$ cat config.mk
export PLATFORM = sky130hd
export DESIGN_NAME = source_byte_lexer_unit
export DESIGN_NICKNAME = d
export VERILOG_FILES = /design/src/sv/sbl_pkg.sv /design/src/sv/source_byte_lexer_unit.sv /design/src/sv/sbl_token_queue.sv /design/src/sv/sbl_scanner.sv
export SDC_FILE = /design/constraint.sdc
export NUM_CORES = 1
export LEC_CHECK = 0
export BUFFER_PORTS_ARGS = -buffer_cell sky130_fd_sc_hd__buf_2
export CORE_MARGIN = 5
export CORE_UTILIZATION = 35
export CTS_CLUSTER_DIAMETER = 60
export DETAILED_ROUTE_END_ITERATION = 12
export PLACE_DENSITY = 0.52
export SLEW_MARGIN = 40
export SYNTH_ARGS = -nofsm -noshare
export SYNTH_HDL_FRONTEND = slang
export SYNTH_SLANG_ARGS = --single-unit
$ cat constraint.sdc
create_clock -name clk -period 17.4 [get_ports clk]
set_clock_uncertainty 0.05 [all_clocks]
set_input_delay 1.74 -clock clk [delete_from_list [all_inputs] [get_ports clk]]
set_output_delay 1.74 -clock clk [all_outputs]
set_load 0.05 [all_outputs]
$ cat src/sv/sbl_pkg.sv
// ----------------------------------------------------------------------------
// sbl_pkg
// Shared types, character codes and helpers for the source byte lexer.
// ----------------------------------------------------------------------------
package sbl_pkg;

    // datapath widths
    localparam int OFFSET_BITS = 24;
    localparam int VALUE_BITS  = 32;

    // name length counter saturates at 256, one bit above the 8-bit limit
    localparam int NAME_LIMIT_BITS = 8;
    localparam int NAME_LEN_BITS   = NAME_LIMIT_BITS + 1;
    localparam logic [NAME_LIMIT_BITS-1:0] NAME_LIMIT_RESET = 8'd32;

    // token queue sizing
    localparam int QUEUE_DEPTH = 4;
    localparam int QUEUE_PTR_BITS = $clog2(QUEUE_DEPTH);
    localparam int QUEUE_CNT_BITS = $clog2(QUEUE_DEPTH + 1);

    // character codes
    localparam logic [7:0] CH_NUL        = 8'h00;
    localparam logic [7:0] CH_TAB        = 8'h09;
    localparam logic [7:0] CH_NEWLINE    = 8'h0A;
    localparam logic [7:0] CH_VTAB       = 8'h0B;
    localparam logic [7:0] CH_FORMFEED   = 8'h0C;
    localparam logic [7:0] CH_CR         = 8'h0D;
    localparam logic [7:0] CH_SPACE      = 8'h20;
    localparam logic [7:0] CH_BANG       = 8'h21;
    localparam logic [7:0] CH_AMP        = 8'h26;
    localparam logic [7:0] CH_LPAREN     = 8'h28;
    localparam logic [7:0] CH_RPAREN     = 8'h29;
    localparam logic [7:0] CH_STAR       = 8'h2A;
    localparam logic [7:0] CH_PLUS       = 8'h2B;
    localparam logic [7:0] CH_COMMA      = 8'h2C;
    localparam logic [7:0] CH_MINUS      = 8'h2D;
    localparam logic [7:0] CH_DOT        = 8'h2E;
    localparam logic [7:0] CH_SLASH      = 8'h2F;
    localparam logic [7:0] CH_DIGIT_0    = 8'h30;
    localparam logic [7:0] CH_DIGIT_9    = 8'h39;
    localparam logic [7:0] CH_COLON      = 8'h3A;
    localparam logic [7:0] CH_SEMI       = 8'h3B;
    localparam logic [7:0] CH_LESS       = 8'h3C;
    localparam logic [7:0] CH_EQUAL      = 8'h3D;
    localparam logic [7:0] CH_GREATER    = 8'h3E;
    localparam logic [7:0] CH_UPPER_A    = 8'h41;
    localparam logic [7:0] CH_UPPER_Z    = 8'h5A;
    localparam logic [7:0] CH_LBRACKET   = 8'h5B;
    localparam logic [7:0] CH_RBRACKET   = 8'h5D;
    localparam logic [7:0] CH_UNDERSCORE = 8'h5F;
    localparam logic [7:0] CH_LOWER_A    = 8'h61;
    localparam logic [7:0] CH_LOWER_Z    = 8'h7A;
    localparam logic [7:0] CH_LBRACE     = 8'h7B;
    localparam logic [7:0] CH_RBRACE     = 8'h7D;

    // token kinds
    typedef enum logic [3:0] {
        KIND_END      = 4'd0,
        KIND_NAME     = 4'd1,
        KIND_INT      = 4'd2,
        KIND_EQ       = 4'd3,
        KIND_LE       = 4'd4,
        KIND_GE       = 4'd5,
        KIND_NE       = 4'd6,
        KIND_PUNCT    = 4'd7,
        KIND_LONGNAME = 4'd8,
        KIND_BADCHAR  = 4'd9,
        KIND_LINE     = 4'd10,
        KIND_BADSLASH = 4'd11
    } kind_t;

    // scanner modes
    typedef enum logic [5:0] {
        MODE_IDLE    = 6'b000001,
        MODE_NAME    = 6'b000010,
        MODE_INT     = 6'b000100,
        MODE_PAIR    = 6'b001000,
        MODE_SLASH   = 6'b010000,
        MODE_COMMENT = 6'b100000
    } mode_t;

    // one result token
    typedef struct packed {
        kind_t                  kind;
        logic [7:0]             symbol;
        logic [OFFSET_BITS-1:0] start_offset;
        logic [OFFSET_BITS-1:0] end_offset;
        logic [VALUE_BITS-1:0]  int_value;
        logic                   overflow;
        logic                   last;
    } token_t;

    // up to two tokens produced by one byte
    typedef struct packed {
        logic [1:0] count;
        token_t     first;
        token_t     second;
    } token_pair_t;

    // letters, digits and underscore continue a name
    function automatic logic is_name_char(input logic [7:0] b);
        logic hit;
        hit = 1'b0;
        case (b) inside
            [CH_UPPER_A:CH_UPPER_Z], [CH_LOWER_A:CH_LOWER_Z], [CH_DIGIT_0:CH_DIGIT_9],
            CH_UNDERSCORE: hit = 1'b1;
            default: hit = 1'b0;
        endcase
        return hit;
    endfunction

    function automatic logic is_digit(input logic [7:0] b);
        logic hit;
        hit = 1'b0;
        case (b) inside
            [CH_DIGIT_0:CH_DIGIT_9]: hit = 1'b1;
            default: hit = 1'b0;
        endcase
        return hit;
    endfunction

endpackage

$ cat src/sv/source_byte_lexer_unit.sv
// ----------------------------------------------------------------------------
// source_byte_lexer_unit
// Streaming lexer: source bytes in, tokens out, one byte per clock while the token queue has room.
// ----------------------------------------------------------------------------
// The lexer takes one source byte per cycle, while the token queue has room,
// into an input register and scans it there against the open token; the
// byte's tokens (none, one or two) go into a four-entry token queue, and the
// output side delivers one token per cycle, unless stalled, from the head of
// that queue. Input stays at one byte per cycle as long as bytes produce at
// most one token each on average and the output is not stalled; a byte that
// closes a name, integer, pair or slash and also makes a token of its own
// yields two tokens, and the single-token output port sets the rate then. A
// zero byte ends the source, gives an end token and restarts offsets at zero.
// max_name_length is written through config_write and config_data; the user
// must write it only while no request is open, the block does not enforce it.
// ----------------------------------------------------------------------------
module source_byte_lexer_unit
(
    input  logic                            clk,
    input  logic                            rst_n,
    input  logic                            source_valid,
    output logic                            source_stall,
    input  logic [7:0]                      source_byte,
    input  logic                            config_write,
    input  logic [7:0]                      config_data,
    output logic                            token_valid,
    input  logic                            token_stall,
    output logic [3:0]                      tok_kind,
    output logic [7:0]                      symbol,
    output logic [sbl_pkg::OFFSET_BITS-1:0] start_offset,
    output logic [sbl_pkg::OFFSET_BITS-1:0] end_offset,
    output logic [sbl_pkg::VALUE_BITS-1:0]  int_value,
    output logic                            overflow,
    output logic                            last
);

    sbl_pkg::token_pair_t push;
    sbl_pkg::token_t      head;
    logic                 room;

    // byte scanner
    sbl_scanner u_scanner
    (
        .clk          (clk),
        .rst_n        (rst_n),
        .source_valid (source_valid),
        .source_stall (source_stall),
        .source_byte  (source_byte),
        .config_write (config_write),
        .config_data  (config_data),
        .room         (room),
        .push         (push)
    );

    // token queue
    sbl_token_queue u_queue
    (
        .clk         (clk),
        .rst_n       (rst_n),
        .push        (push),
        .room        (room),
        .token_valid (token_valid),
        .token_stall (token_stall),
        .head        (head)
    );

    // token fields
    assign tok_kind     = head.kind;
    assign symbol       = head.symbol;
    assign start_offset = head.start_offset;
    assign end_offset   = head.end_offset;
    assign int_value    = head.int_value;
    assign overflow     = head.overflow;
    assign last         = head.last;

endmodule

$ cat src/sv/sbl_token_queue.sv
// ----------------------------------------------------------------------------
// sbl_token_queue
// Small token queue: takes up to two tokens a cycle, delivers one a cycle unless stalled.
// ----------------------------------------------------------------------------
module sbl_token_queue
(
    input  logic                 clk,
    input  logic                 rst_n,
    input  sbl_pkg::token_pair_t push,
    output logic                 room,
    output logic                 token_valid,
    input  logic                 token_stall,
    output sbl_pkg::token_t      head
);

    sbl_pkg::token_t entry_reg [sbl_pkg::QUEUE_DEPTH];

    logic [sbl_pkg::QUEUE_PTR_BITS-1:0] wr_ptr_reg, wr_ptr_next;
    logic [sbl_pkg::QUEUE_PTR_BITS-1:0] rd_ptr_reg, rd_ptr_next;
    logic [sbl_pkg::QUEUE_CNT_BITS-1:0] count_reg, count_next;
    logic [sbl_pkg::QUEUE_PTR_BITS-1:0] wr_ptr_plus1;
    logic                               pop;

    // status toward both sides
    assign token_valid  = (count_reg != '0);
    assign room         = (count_reg <= sbl_pkg::QUEUE_CNT_BITS'(sbl_pkg::QUEUE_DEPTH - 2));
    assign head         = entry_reg[rd_ptr_reg];
    assign pop          = token_valid && !token_stall;
    assign wr_ptr_plus1 = wr_ptr_reg + 1'b1;

    // pointer and fill count update
    always_comb
    begin
        wr_ptr_next = wr_ptr_reg + sbl_pkg::QUEUE_PTR_BITS'(push.count);
        rd_ptr_next = rd_ptr_reg + sbl_pkg::QUEUE_PTR_BITS'(pop);
        count_next  = count_reg + sbl_pkg::QUEUE_CNT_BITS'(push.count)
                      - sbl_pkg::QUEUE_CNT_BITS'(pop);
    end

    always_ff @(posedge clk or negedge rst_n)
    begin
        if (!rst_n)
        begin
            wr_ptr_reg <= '0;
            rd_ptr_reg <= '0;
            count_reg  <= '0;
        end
        else
        begin
            wr_ptr_reg <= wr_ptr_next;
            rd_ptr_reg <= rd_ptr_next;
            count_reg  <= count_next;
        end
    end

    // token storage
    always_ff @(posedge clk)
    begin
        if (push.count != 2'd0)
        begin
            entry_reg[wr_ptr_reg] <= push.first;
        end
        if (push.count == 2'd2)
        begin
            entry_reg[wr_ptr_plus1] <= push.second;
        end
    end

endmodule

$ cat src/sv/sbl_scanner.sv
// ----------------------------------------------------------------------------
// sbl_scanner
// Input byte register and scanner state: lexes one byte a cycle into tokens while the queue has room.
// ----------------------------------------------------------------------------
module sbl_scanner
(
    input  logic                 clk,
    input  logic                 rst_n,
    input  logic                 source_valid,
    output logic                 source_stall,
    input  logic [7:0]           source_byte,
    input  logic                 config_write,
    input  logic [7:0]           config_data,
    input  logic                 room,
    output sbl_pkg::token_pair_t push
);

    localparam int OB = sbl_pkg::OFFSET_BITS;
    localparam int VB = sbl_pkg::VALUE_BITS;
    localparam int WB = VB + 4;

    // input register
    logic       byte_valid_reg, byte_valid_next;
    logic [7:0] byte_reg, byte_next;
    logic       accept;
    logic       consume;

    // scanner state
    sbl_pkg::mode_t                    mode_reg, mode_next;
    logic [OB-1:0]                     offset_reg, offset_next;
    logic [OB-1:0]                     tok_start_reg, tok_start_next;
    logic [VB-1:0]                     value_reg, value_next;
    logic                              sat_reg, sat_next;
    logic [sbl_pkg::NAME_LEN_BITS-1:0] name_len_reg, name_len_next;
    logic [7:0]                        pending_reg, pending_next;
    logic [7:0]                        max_len_reg, max_len_next;

    // step results
    logic [OB-1:0]  off_plus1;
    logic [3:0]     digit;
    logic [WB-1:0]  wide_value;
    logic           fresh_emit;
    sbl_pkg::kind_t fresh_kind;
    logic [7:0]     fresh_symbol;
    logic [OB-1:0]  fresh_start;
    sbl_pkg::mode_t fresh_mode;
    logic           use_fresh;
    logic           flush_emit;
    sbl_pkg::token_t flush_tok;
    sbl_pkg::token_t fresh_tok;
    sbl_pkg::mode_t step_mode;
    logic [OB-1:0]  step_tok_start;
    logic [VB-1:0]  step_value;
    logic           step_sat;
    logic [sbl_pkg::NAME_LEN_BITS-1:0] step_name_len;
    logic [7:0]     step_pending;
    logic           emit_fresh;

    // handshake: hold the byte while the queue lacks room for two tokens
    assign source_stall = byte_valid_reg && !room;
    assign accept       = source_valid && !source_stall;
    assign consume      = byte_valid_reg && room;

    assign off_plus1  = offset_reg + 1'b1;
    assign digit      = 4'(byte_reg - sbl_pkg::CH_DIGIT_0);
    assign wide_value = ({4'b0, value_reg} << 3) + ({4'b0, value_reg} << 1)
                        + WB'(digit);

    // classify the byte as the start of a new token
    always_comb
    begin
        fresh_emit   = 1'b0;
        fresh_kind   = sbl_pkg::KIND_BADCHAR;
        fresh_symbol = 8'd0;
        fresh_start  = offset_reg;
        fresh_mode   = sbl_pkg::MODE_IDLE;
        case (byte_reg) inside
            sbl_pkg::CH_NUL:
            begin
                fresh_emit = 1'b1;
                fresh_kind = sbl_pkg::KIND_END;
            end
            sbl_pkg::CH_NEWLINE:
            begin
                fresh_emit  = 1'b1;
                fresh_kind  = sbl_pkg::KIND_LINE;
                fresh_start = off_plus1;
            end
            sbl_pkg::CH_SPACE, sbl_pkg::CH_TAB, sbl_pkg::CH_VTAB, sbl_pkg::CH_CR,
            sbl_pkg::CH_FORMFEED:
            begin
                fresh_emit = 1'b0;
            end
            [sbl_pkg::CH_UPPER_A:sbl_pkg::CH_UPPER_Z],
            [sbl_pkg::CH_LOWER_A:sbl_pkg::CH_LOWER_Z], sbl_pkg::CH_UNDERSCORE:
            begin
                fresh_mode = sbl_pkg::MODE_NAME;
            end
            [sbl_pkg::CH_DIGIT_0:sbl_pkg::CH_DIGIT_9]:
            begin
                fresh_mode = sbl_pkg::MODE_INT;
            end
            sbl_pkg::CH_EQUAL, sbl_pkg::CH_LESS, sbl_pkg::CH_GREATER, sbl_pkg::CH_BANG:
            begin
                fresh_mode = sbl_pkg::MODE_PAIR;
            end
            sbl_pkg::CH_SLASH:
            begin
                fresh_mode = sbl_pkg::MODE_SLASH;
            end
            sbl_pkg::CH_STAR, sbl_pkg::CH_AMP, sbl_pkg::CH_PLUS, sbl_pkg::CH_MINUS,
            sbl_pkg::CH_DOT, sbl_pkg::CH_LBRACKET, sbl_pkg::CH_RBRACKET,
            sbl_pkg::CH_COMMA, sbl_pkg::CH_SEMI, sbl_pkg::CH_COLON,
            sbl_pkg::CH_LPAREN, sbl_pkg::CH_RPAREN, sbl_pkg::CH_LBRACE,
            sbl_pkg::CH_RBRACE:
            begin
                fresh_emit   = 1'b1;
                fresh_kind   = sbl_pkg::KIND_PUNCT;
                fresh_symbol = byte_reg;
            end
            default:
            begin
                fresh_emit   = 1'b1;
                fresh_kind   = sbl_pkg::KIND_BADCHAR;
                fresh_symbol = byte_reg;
            end
        endcase
    end

    // continue or finish the open token
    always_comb
    begin
        use_fresh      = 1'b0;
        flush_emit     = 1'b0;
        flush_tok      = '0;
        flush_tok.kind = sbl_pkg::KIND_END;
        flush_tok.start_offset = tok_start_reg;
        flush_tok.end_offset   = offset_reg;
        step_mode      = mode_reg;
        step_tok_start = tok_start_reg;
        step_value     = value_reg;
        step_sat       = sat_reg;
        step_name_len  = name_len_reg;
        step_pending   = pending_reg;
        case (mode_reg)
            sbl_pkg::MODE_NAME:
            begin
                if (sbl_pkg::is_name_char(byte_reg))
                begin
                    if (!name_len_reg[sbl_pkg::NAME_LEN_BITS-1])
                    begin
                        step_name_len = name_len_reg + 1'b1;
                    end
                end
                else
                begin
                    flush_emit     = 1'b1;
                    flush_tok.kind = (name_len_reg > {1'b0, max_len_reg}) ?
                                     sbl_pkg::KIND_LONGNAME : sbl_pkg::KIND_NAME;
                    use_fresh      = 1'b1;
                end
            end
            sbl_pkg::MODE_INT:
            begin
                if (sbl_pkg::is_digit(byte_reg))
                begin
                    if (sat_reg || (wide_value[WB-1:VB] != 4'd0))
                    begin
                        step_value = '1;
                        step_sat   = 1'b1;
                    end
                    else
                    begin
                        step_value = wide_value[VB-1:0];
                    end
                end
                else
                begin
                    flush_emit          = 1'b1;
                    flush_tok.kind      = sbl_pkg::KIND_INT;
                    flush_tok.int_value = value_reg;
                    flush_tok.overflow  = sat_reg;
                    use_fresh           = 1'b1;
                end
            end
            sbl_pkg::MODE_PAIR:
            begin
                flush_emit = 1'b1;
                if (byte_reg == sbl_pkg::CH_EQUAL)
                begin
                    case (pending_reg)
                        sbl_pkg::CH_EQUAL:   flush_tok.kind = sbl_pkg::KIND_EQ;
                        sbl_pkg::CH_LESS:    flush_tok.kind = sbl_pkg::KIND_LE;
                        sbl_pkg::CH_GREATER: flush_tok.kind = sbl_pkg::KIND_GE;
                        default:             flush_tok.kind = sbl_pkg::KIND_NE;
                    endcase
                    flush_tok.end_offset = off_plus1;
                    step_mode            = sbl_pkg::MODE_IDLE;
                end
                else
                begin
                    flush_tok.kind   = sbl_pkg::KIND_PUNCT;
                    flush_tok.symbol = pending_reg;
                    use_fresh        = 1'b1;
                end
            end
            sbl_pkg::MODE_SLASH:
            begin
                if (byte_reg == sbl_pkg::CH_SLASH)
                begin
                    step_mode = sbl_pkg::MODE_COMMENT;
                end
                else
                begin
                    flush_emit     = 1'b1;
                    flush_tok.kind = sbl_pkg::KIND_BADSLASH;
                    use_fresh      = 1'b1;
                end
            end
            sbl_pkg::MODE_COMMENT:
            begin
                use_fresh = (byte_reg == sbl_pkg::CH_NEWLINE) || (byte_reg == sbl_pkg::CH_NUL);
            end
            default:
            begin
                use_fresh = 1'b1;
            end
        endcase

        // a new token starts at this byte
        if (use_fresh)
        begin
            step_mode      = fresh_mode;
            step_tok_start = offset_reg;
            step_value     = VB'(digit);
            step_sat       = 1'b0;
            step_name_len  = sbl_pkg::NAME_LEN_BITS'(1);
            step_pending   = byte_reg;
        end
    end

    // pack the tokens for the queue, the second only after a flush
    always_comb
    begin
        emit_fresh             = use_fresh && fresh_emit;
        fresh_tok              = '0;
        fresh_tok.kind         = fresh_kind;
        fresh_tok.symbol       = fresh_symbol;
        fresh_tok.start_offset = fresh_start;
        fresh_tok.end_offset   = off_plus1;
        fresh_tok.last         = 1'b1;
        push.second            = fresh_tok;
        push.first             = flush_emit ? flush_tok : fresh_tok;
        push.first.last        = !(flush_emit && emit_fresh);
        push.count             = consume ? (2'(flush_emit) + 2'(emit_fresh)) : 2'd0;
    end

    // next register values
    always_comb
    begin
        byte_valid_next = accept ? 1'b1 : (consume ? 1'b0 : byte_valid_reg);
        byte_next       = accept ? source_byte : byte_reg;
        max_len_next    = config_write ? config_data : max_len_reg;
        mode_next       = mode_reg;
        offset_next     = offset_reg;
        tok_start_next  = tok_start_reg;
        value_next      = value_reg;
        sat_next        = sat_reg;
        name_len_next   = name_len_reg;
        pending_next    = pending_reg;
        if (consume)
        begin
            if (byte_reg == sbl_pkg::CH_NUL)
            begin
                // end of source: restart positions
                mode_next      = sbl_pkg::MODE_IDLE;
                offset_next    = '0;
                tok_start_next = '0;
                value_next     = '0;
                sat_next       = 1'b0;
                name_len_next  = '0;
                pending_next   = 8'd0;
            end
            else
            begin
                mode_next      = step_mode;
                offset_next    = off_plus1;
                tok_start_next = step_tok_start;
                value_next     = step_value;
                sat_next       = step_sat;
                name_len_next  = step_name_len;
                pending_next   = step_pending;
            end
        end
    end

    always_ff @(posedge clk or negedge rst_n)
    begin
        if (!rst_n)
        begin
            byte_valid_reg <= 1'b0;
            max_len_reg    <= sbl_pkg::NAME_LIMIT_RESET;
            mode_reg       <= sbl_pkg::MODE_IDLE;
            offset_reg     <= '0;
            tok_start_reg  <= '0;
            value_reg      <= '0;
            sat_reg        <= 1'b0;
            name_len_reg   <= '0;
            pending_reg    <= 8'd0;
        end
        else
        begin
            byte_valid_reg <= byte_valid_next;
            max_len_reg    <= max_len_next;
            mode_reg       <= mode_next;
            offset_reg     <= offset_next;
            tok_start_reg  <= tok_start_next;
            value_reg      <= value_next;
            sat_reg        <= sat_next;
            name_len_reg   <= name_len_next;
            pending_reg    <= pending_next;
        end
    end

    // byte payload
    always_ff @(posedge clk)
    begin
        byte_reg <= byte_next;
    end

endmodule
==> After elaboration in Yosys (flattened, before gate mapping) <==
Memory sizes are Yosys's and may differ from the RTL's.
Index checks and enable logic that the tools add are counted.
Widths: inputs -> output; s select.
{ "totals": {"regBits": 128, "ram_bits": 376, "in_bits": 21, "output_inout_bits": 96, "elab_cells": 195, "n_memories": 1} }
{ "classes": {"n_addsub": 11, "magnitude_cmp": 8, "n_eq_ne": 38, "n_mux": 85, "reduce_logical": 38} }
{ "mem_list": {"columns": ["name", "depth", "word_bits", "rd", "rd_clocked_by_memory_dff", "wr", "line_no", "text"], "rows": [
  ["u_queue.entry_reg", 4, 94, 1, 0, 2, "sbl_token_queue.sv:16", "sbl_pkg::token_t entry_reg [sbl_pkg::QUEUE_DEPTH];"]
]} }
{ "ops": {"columns": ["cell", "count"], "rows": [
  ["$mux 24", 7],
  ["$mux 32", 5],
  ["$eq 8x6->1 const B", 19],
  ["$mux 94", 1],
  ["$mux 8", 11],
  ["$mux 33", 2],
  ["$mux 6", 9],
  ["$mux 4", 12],
  ["$mux 9", 5],
  ["$eq 8x4->1 const B", 5],
  ["$eq 8x7->1 const B", 5],
  ["$add 35x33->36", 1],
  ["$add 36x4->36", 1],
  ["$mux 1", 25],
  ["$add 24x1->24 const B", 1],
  ["$reduce_bool 3->1", 6],
  ["$ge 8x7->1 const B", 2],
  ["$le 8x7->1 const B", 2],
  ["$pmux 4 s4", 1],
  ["$reduce_or 14->1", 1],
  ["$pmux 6 s2", 1],
  ["$reduce_and 4->1", 3],
  ["$add 9x1->9 const B", 1],
  ["$gt 9x8->1", 1],
  ["34 further kinds", 53]
]} }

==> Longest topological paths before layout <==
Gate-level depths: netlist of the first run.
{ "logic_depth": {"depth_word": 14, "mapped_depth": 22, "ltp_nobuf": 17} }

==> Modules after synthesis <==
From an unflattened synthesis of the first run, not the netlist that was laid out.
{ "unflattened": {"cells_unflattened": 2192, "hier_area_um2": 28695.0} }
{ "by_module_without_submodules": {"columns": ["module", "n_inst", "cells_each", "area_per_inst_um2", "seq_area_each_um2"], "rows": [
  ["sbl_token_queue", 1, 951, 18445.2, 11466.0],
  ["sbl_scanner", 1, 1241, 10249.8, 3070.4]
]} }

==> Least setup slack after synthesis of the first run <==
OpenSTA, ideal clock, no wires.
{ "synth_path": {"kind": "reg2reg", "startpoint": "register u_scanner.byte_reg[6]", "endpoint": "memory u_queue.entry_reg[0][34] (netlist name) (enable)", "setup_ns": 0.415, "arrival_time_ns": 5.110, "required_ns": 16.935, "setup_slack_ns": 11.825, "path_stages_with_launch": 16, "path_buffers": 4, "period_less_slack_ns": 5.575, "cell_sequence": "edfxtp_1 buf_6 or4b_4 or3_4 nand2b_4 nand2_4 nor2_1 inv_1 clkbuf_1 buf_1 ha_1 clkbuf_1 o21ai_1 nor3_1 nor2_1 inv_1"} }
{ "synth_rtl": {"columns": ["element", "line_no", "text"], "rows": [
  ["start: declaration", "sbl_scanner.sv:24", "logic [7:0] byte_reg, byte_next;"],
  ["start signal: assignment", "sbl_scanner.sv:328", "byte_reg <= byte_next;"],
  ["end: declaration", "sbl_token_queue.sv:16", null]
]} }

==> out/results.md, run 1 <==
• **result of the run** finished, final reports clean
• **wire length of the first global-routing pass** 123000 microns
• **number of buffers added on ports** 116
• **summed instance area of the synthesized netlist** 26100 sq um
• **simple-gate area share of the yosys netlist** 9.98%
• **overall die width** 283 microns
• **number of nets in the finished design** 2448
• **net count after synthesis** 2468
• **number of global-route vias before repair** 20023
• **leakage power total** 10.9 nW
• **clock period minus final worst setup slack** 5.53 ns
• **multiplexer share of the synthesized area** 8.47%
• **clock tree from TritonCTS** done
• **Critical Path RT** 17.86 ns
• **crit start category** flop
• **core footprint** 74200 sq um
• **most common library cell in the layout ignoring fill and taps** sky130_fd_sc_hd__nand2_1
• **global-route total usage across every layer** 19.2%
• **path category of the worst min-delay check** reg2reg
• **number of library cell types mapped by synthesis** 82
• **Worst-Margin Slew** 0.841 ns
• **area grow syn2layout** 12.3%
• **detailed-routing iteration count for the pre-antenna-repair pass** 5
• **Worst-path clk slew** 0.06 ns
• **number of synthesized flops with an enable pin** 248
• **register area share after synthesis** 50.4%
• **source-to-sink clock delay at the later pin of the worst-skew pair** 0.64 ns
• **flip-flop count of the largest register after layout** 376
• **final setup TNS** 0 ns
• **Final Max Tran Viols** 0
• **final setup violation count** 0
• **Clock Tree Buf Depth** 3
• **root buffer selected by CTS** sky130_fd_sc_hd__clkbuf_16
• **maximum fanout count along the critical path** 61
• **count of hold-fix buffers inserted at cts** 0
• **post-layout util** 39.6%
• **number of vias after detailed routing** 19917
• **Post-CTS Setup Inserts** 0
• **Die Outline Area** 80300 sq um
• **gp weighted congestion** 0.872
• **vias per cell** 5.93
• **height of the die** 283 microns
• **proportion of synthesized flip-flops having asynchronous set or reset** 23.8%
• **PD cells** 154 nW/um^2
• **largest vdd supply drop** 96.2 uV
• **Tcrit/Tclk final** 31.8%
• **post-synthesis cell type with the largest combined area** sky130_fd_sc_hd__edfxtp_1
• **final non-filler cell total** 3359
• **Post-Synth XOR/XNOR Area** 1.98%
• **overflow left after global routing** 0
• **synthesized-area fraction occupied by adder cells** 4.01%
• **Setup crit end kind** flop
• **number of nets with antenna violations after routing** 0
• **Final Worst Setup Slack** 11.87 ns
• **Residual DRC** 0
• **Fin. Hold Viols** 0
• **most frequent cells in the layout** 276 x sky130_fd_sc_hd__nand2_1, 248 x sky130_fd_sc_hd__edfxtp_1, 168 x sky130_fd_sc_hd__o21ai_0
• **final standard cell area without fillers** 29300 sq um
• **maximum achievable frequency** 181 MHz
• **Resized cells post-CTS** 0
• **Iteration-0 DRC Markers** 1983
• **yosys warns** 0
• **number of buffers created by CTS** 55
• **synthesized area per cell** 11.1 sq um
• **largest net degree at the start of global routing** 96
• **post-placement setup slack** 11.63 ns
• **maximum capacitance violations** 0
• **compound-cell area share of the yosys netlist** 20.7%
• **routed length per instance** 23.7 microns
• **Diodes inserted** 0
• **sum of net half-perimeters after detailed placement** 51500 microns
• **total cell area at the placement stage** 27500 sq um
• **post-placement cell count** 3257
• **category of the most critical setup path** reg2reg
• **most used flip-flop cell after synthesis** sky130_fd_sc_hd__edfxtp_1
• **cell row count** 100
• **setup repair after global routing missed its margin** no
• **relative slew slack** 44.0%
• **largest family of logic cells by synthesized area** compound AO/OA/AOI/OAI gates
• **overall routed net length** 79500 microns
• **fraction of post-synthesis cell area in the top cell type by area** 28.5%
• **register bit count reported by yosys** 504
• **H-tree levels** 2
• **initial antenna violation count** 4
• **number of clock sinks** 504
• **Gate Count Post-Synth** 2365
• **cell types occupying the most area after synthesis** sky130_fd_sc_hd__edfxtp_1 28%, sky130_fd_sc_hd__dfrtp_1 11%, sky130_fd_sc_hd__dfxtp_1 10%
• **fill cell total of the finished layout** 7112
• **layout cell share with drive strength beyond 1** 16.5%
• **worst path arrival time** 5.99 ns
• **Initial Util** 35.2%
• **top-level port count** 117
-- layout make-up --
class / count / area (sq um) / area share [%]
clock buffers: 74 / 1560 / 5.31
clock inverters: 28 / 292 / 0.993
inverters: 32 / 120 / 0.409
multi-input cells: 1589 / 11900 / 40.6
flip-flops and latches: 504 / 13200 / 44.9
well taps: 969 / 1210 / 4.13
repair buffers: 163 / 1060 / 3.63
-- synthesized netlist by cell type (4+ instances only) --
master / number
sky130_fd_sc_hd__nand2b_1: 18
sky130_fd_sc_hd__xnor2_1: 36
sky130_fd_sc_hd__a311oi_1: 25
sky130_fd_sc_hd__a211oi_1: 7
sky130_fd_sc_hd__nor3_1: 21
sky130_fd_sc_hd__and2_1: 8
sky130_fd_sc_hd__mux4_2: 94
sky130_fd_sc_hd__ha_1: 79
sky130_fd_sc_hd__dfxtp_1: 136
sky130_fd_sc_hd__or3_1: 12
sky130_fd_sc_hd__and4_1: 4
sky130_fd_sc_hd__inv_1: 32
sky130_fd_sc_hd__nand4_1: 14
sky130_fd_sc_hd__o31ai_1: 24
sky130_fd_sc_hd__o21ai_0: 168
sky130_fd_sc_hd__buf_2: 21
sky130_fd_sc_hd__edfxtp_1: 248
sky130_fd_sc_hd__buf_1: 8
sky130_fd_sc_hd__nor4_1: 10
sky130_fd_sc_hd__or2_2: 6
sky130_fd_sc_hd__o211ai_1: 5
sky130_fd_sc_hd__a221o_1: 23
sky130_fd_sc_hd__nand2_1: 277
sky130_fd_sc_hd__nor2_1: 91
sky130_fd_sc_hd__buf_6: 14
sky130_fd_sc_hd__nor2b_1: 10
sky130_fd_sc_hd__o22ai_1: 63
sky130_fd_sc_hd__clkbuf_1: 193
sky130_fd_sc_hd__o21a_1: 4
sky130_fd_sc_hd__o21bai_1: 6
sky130_fd_sc_hd__dfrtp_1: 118
sky130_fd_sc_hd__a21o_1: 24
sky130_fd_sc_hd__a32o_1: 136
sky130_fd_sc_hd__and3_1: 31
sky130_fd_sc_hd__mux2_2: 6
sky130_fd_sc_hd__a21oi_1: 162
sky130_fd_sc_hd__a22o_1: 27
sky130_fd_sc_hd__a31oi_1: 73
sky130_fd_sc_hd__nand3_1: 40
sky130_fd_sc_hd__xor2_1: 23
-- power breakdown --
part | internal (mW) | leakage [nW] | total [mW] | switching [mW]
sequential | 1.44 | 5.01 | 1.60 | 0.160
combinational | 0.495 | 4.93 | 1.72 | 1.22
clock | 0.691 | 0.911 | 1.19 | 0.504
-- logic make-up (layout without fill, tap and decap cells) --
logic type,after synthesis,in the layout
XOR/XNOR,59,59
adder cells (fa/ha/maj),82,82
flip-flops,504,504
buffers and inverters,272,297
multiplexers,103,103
AO/OA/AOI/OAI,782,782
AND/OR/NAND/NOR,563,563
-- worst paths after layout --
kind                                           from                    endpoint  slack, ns  depth (start not counted)
setup / recovery              u_scanner.byte_reg[4]     u_queue.entry_reg[0][0]      11.87                         15
hold / removal             u_queue.entry_reg[1][16]    u_queue.entry_reg[1][16]       0.41                          1
setup reg to reg              u_scanner.byte_reg[4]     u_queue.entry_reg[0][0]      11.87                         15
hold reg to reg            u_queue.entry_reg[1][16]    u_queue.entry_reg[1][16]       0.41                          1
max in group asynchronous                     rst_n  u_scanner.tok_start_reg[0]      15.16                          2
min in group asynchronous                     rst_n   u_scanner.name_len_reg[3]       1.06                          1
-- layer usage --
layer | GRT usage, % | vias up | routed length (microns)
met1 | 26.5 | 9917 | 34800
li1 | - | 9137 | -
met4 | 4.88 | 2 | 1920
met5 | 0 | - | 12
met2 | 31.4 | 757 | 37400
met3 | 3.56 | 104 | 5390
-- through the flow --
| step | power, mW | hold WS [ns] |
|---|---|---|
| floorplan | 2.80 | 0.381 |
| global placement | 3.30 | 0.391 |
| detailed placement | 3.35 | 0.400 |
| CTS | 4.55 | 0.414 |
| global route | 4.73 | 0.426 |
| finish | 4.51 | 0.410 |
-- worst max-delay path, cell delays in order, from the launching register on --
cell and delay [ns]:
sky130_fd_sc_hd__edfxtp_1 0.55, sky130_fd_sc_hd__or4_1 0.67, sky130_fd_sc_hd__or3_1 0.70, sky130_fd_sc_hd__nand2_1 0.30, sky130_fd_sc_hd__and4b_1 0.32, sky130_fd_sc_hd__nor4_2 0.07, sky130_fd_sc_hd__nor2_1 0.14, sky130_fd_sc_hd__ha_1 0.36
sky130_fd_sc_hd__o21ai_2 0.49, sky130_fd_sc_hd__nor3_2 0.07, sky130_fd_sc_hd__buf_4 0.30, sky130_fd_sc_hd__nor2_4 0.52, sky130_fd_sc_hd__buf_16 0.23, sky130_fd_sc_hd__inv_2 0.04, sky130_fd_sc_hd__buf_6 0.32, sky130_fd_sc_hd__o32a_1 0.25
Power figures use the tool's default switching activity.
==> inputs of run 2 (changes only) <==
--- a/config.mk
+++ b/config.mk
@@ -10,7 +10,7 @@
 export CORE_UTILIZATION = 35
 export CTS_CLUSTER_DIAMETER = 60
 export DETAILED_ROUTE_END_ITERATION = 12
-export PLACE_DENSITY = 0.52
+export PLACE_DENSITY = 0.54
 export SLEW_MARGIN = 40
 export SYNTH_ARGS = -nofsm -noshare
 export SYNTH_HDL_FRONTEND = slang
==> constraint.sdc (replaced) <==
create_clock -name clk -period 5 [get_ports clk]
set_clock_uncertainty 0.05 [all_clocks]
set_input_delay 0.5 -clock clk [delete_from_list [all_inputs] [get_ports clk]]
set_output_delay 0.5 -clock clk [all_outputs]
set_load 0.05 [all_outputs]
==> out/results.md, run 2 (same netlist as run 1, synthesis figures left out) <==
• **result of the run** finished, final reports clean
• **total cell area at the placement stage** 27700 sq um
• **gp weighted congestion** 0.902
• **overall routed net length** 81000 microns
• **largest net degree at the start of global routing** 93
• **flip-flop count of the largest register after layout** 376
• **Worst-path clk slew** 0.06 ns
• **portion of total power attributed to combinational logic** 39.5%
• **post-placement cell count** 3285
• **path category of the worst min-delay check** in2reg
• **number of buffers created by CTS** 56
• **vias per cell** 6.02
• **PD cells** 533 nW/um^2
• **Final Worst Setup Slack** 0.439 ns
• **Post-CTS Setup Inserts** 0
• **H-tree levels** 2
• **global-route total usage across every layer** 19.6%
• **crit start category** flop
• **maximum fanout count along the critical path** 32
• **relative slew slack** 42.8%
• **layout cell share with drive strength beyond 1** 17.2%
• **M2 GR Usage** 33.3%
• **Tcrit/Tclk final** 91.2%
• **setup repair after global routing missed its margin** no
• **Worst-Margin Slew** 0.858 ns
• **number of clock sinks** 504
• **clock period minus final worst setup slack** 4.56 ns
• **final setup violation count** 0
• **fill cell total of the finished layout** 7046
• **number of nets in the finished design** 2479
• **number of buffers added on ports** 116
• **Setup crit end kind** flop
• **overall die width** 283 microns
• **Final Max Tran Viols** 0
• **area grow syn2layout** 13.1%
• **Resized cells post-CTS** 0
• **net switching power** 6.67 mW
• **initial antenna violation count** 0
• **detailed-routing iteration count for the pre-antenna-repair pass** 5
• **overflow left after global routing** 0
• **clock network power share** 25.8%
• **number of vias after detailed routing** 20415
• **cell row count** 100
• **leakage power total** 10.9 nW
• **post-placement setup slack** 0.412 ns
• **Diodes inserted** 0
• **maximum achievable frequency** 219 MHz
• **routed length per instance** 23.9 microns
• **Iteration-0 DRC Markers** 1886
• **met3 Resource Use GR** 2.73%
• **switching part of the total** 42.3%
• **worst path arrival time** 4.86 ns
• **final standard cell area without fillers** 29600 sq um
• **source-to-sink clock delay at the later pin of the worst-skew pair** 0.65 ns
• **core footprint** 74200 sq um
• **Initial Util** 35.2%
• **most frequent cells in the layout** 277 x sky130_fd_sc_hd__nand2_1, 248 x sky130_fd_sc_hd__edfxtp_1, 168 x sky130_fd_sc_hd__o21ai_0
• **reg2reg setup slack** 0.44 ns
• **Die Outline Area** 80300 sq um
• **Tot Pwr** 15.8 mW
• **sum of net half-perimeters after detailed placement** 52000 microns
• **final non-filler cell total** 3391
• **Fin. Hold Viols** 0
• **Critical Path RT** 5.30 ns
• **number of nets with antenna violations after routing** 0
• **clock tree from TritonCTS** done
• **Residual DRC** 0
• **internal cell power** 9.09 mW
• **number of global-route vias before repair** 20537
• **final setup TNS** 0 ns
• **most common library cell in the layout ignoring fill and taps** sky130_fd_sc_hd__nand2_1
• **largest vdd supply drop** 303 uV
• **Reg power frac** 34.7%
• **height of the die** 283 microns
• **Clock Tree Buf Depth** 3
• **global routing's busiest layer** met2
• **wire length of the first global-routing pass** 126000 microns
• **top-level port count** 117
• **met1 Resource Use GR** 26.4%
• **root buffer selected by CTS** sky130_fd_sc_hd__clkbuf_16
• **category of the most critical setup path** reg2reg
• **maximum capacitance violations** 0
-- run 2: changes by cell type in the layout (fill, tap and decap cells not counted), moves of 4 or more --
cell,change
sky130_fd_sc_hd__buf_6,-8
sky130_fd_sc_hd__buf_12,+9
sky130_fd_sc_hd__buf_4,+32
sky130_fd_sc_hd__inv_2,-4
sky130_fd_sc_hd__clkbuf_1,+7
sky130_fd_sc_hd__clkinvlp_4,+4
sky130_fd_sc_hd__clkinv_2,-4
-- run 2: final cells by class --
type	instances	area [sq um]	area share, %
clock inverters	25	260	0.880
flip-flops and latches	504	13200	44.6
repair buffers	193	1320	4.46
multi-input cells	1589	11900	40.2
inverters	32	135	0.457
clock buffers	79	1560	5.27
well taps	969	1210	4.10
-- run 2: per-layer routing --
metal / routed length [microns] / vias to the layer above
li1: - / 9181
met1: 34800 / 10320
met2: 39400 / 793
met3: 5030 / 121
met4: 1840 / 0
met5: 0 / -
-- run 2: worst paths after layout --
path,cells past startpoint,to,start
min in group asynchronous,2,u_scanner.value_reg[28],rst_n
max in group asynchronous,3,u_scanner.mode_reg[3],rst_n
setup reg to reg,13,u_queue.entry_reg[1][85],u_scanner.byte_reg[2]
hold / removal,1,u_scanner.byte_reg[5],source_byte[5]
setup / recovery,13,u_queue.entry_reg[1][85],u_scanner.byte_reg[2]
hold reg to reg,1,u_queue.entry_reg[1][9],u_queue.entry_reg[1][9]
-- run 2: repair_timing --
item	in CTS	in global routing
endpoints found under the hold margin	83	0
hold buffers	1	0
endpoints found under the setup margin	0	0
-- run 2: stage by stage --
step	hold slack, ns	util (%)
after floorplan	0.154	-
after global placement	0.391	37.3
after detailed placement	0.399	37.3
after CTS	0.0224	39.8
after global routing	0.0186	39.8
final	0.0497	39.8
-- run 2: power groups by stage --
stage,registers [mW],logic (mW),clock network [mW]
3_5_place_dp,5.56,6.27,0
4_1_cts,5.48,6.29,4.15
2_1_floorplan,5.25,4.51,0
5_1_grt,5.54,6.63,4.32
3_3_place_gp,5.65,6.08,0
6_report,5.47,6.23,4.06
-- run 2: worst max-delay path, stage by stage (launching register included) --
cell and delay, ns:
sky130_fd_sc_hd__edfxtp_1 0.60, sky130_fd_sc_hd__nand2_1 0.12, sky130_fd_sc_hd__nor4_1 0.44, sky130_fd_sc_hd__a31oi_1 0.18, sky130_fd_sc_hd__or3_1 0.43, sky130_fd_sc_hd__nor4_2 0.32, sky130_fd_sc_hd__nor2_1 0.07, sky130_fd_sc_hd__ha_1 0.42
sky130_fd_sc_hd__o21ai_2 0.48, sky130_fd_sc_hd__nor2_4 0.12, sky130_fd_sc_hd__buf_4 0.26, sky130_fd_sc_hd__a21oi_2 0.16, sky130_fd_sc_hd__buf_4 0.45, sky130_fd_sc_hd__o22ai_1 0.17
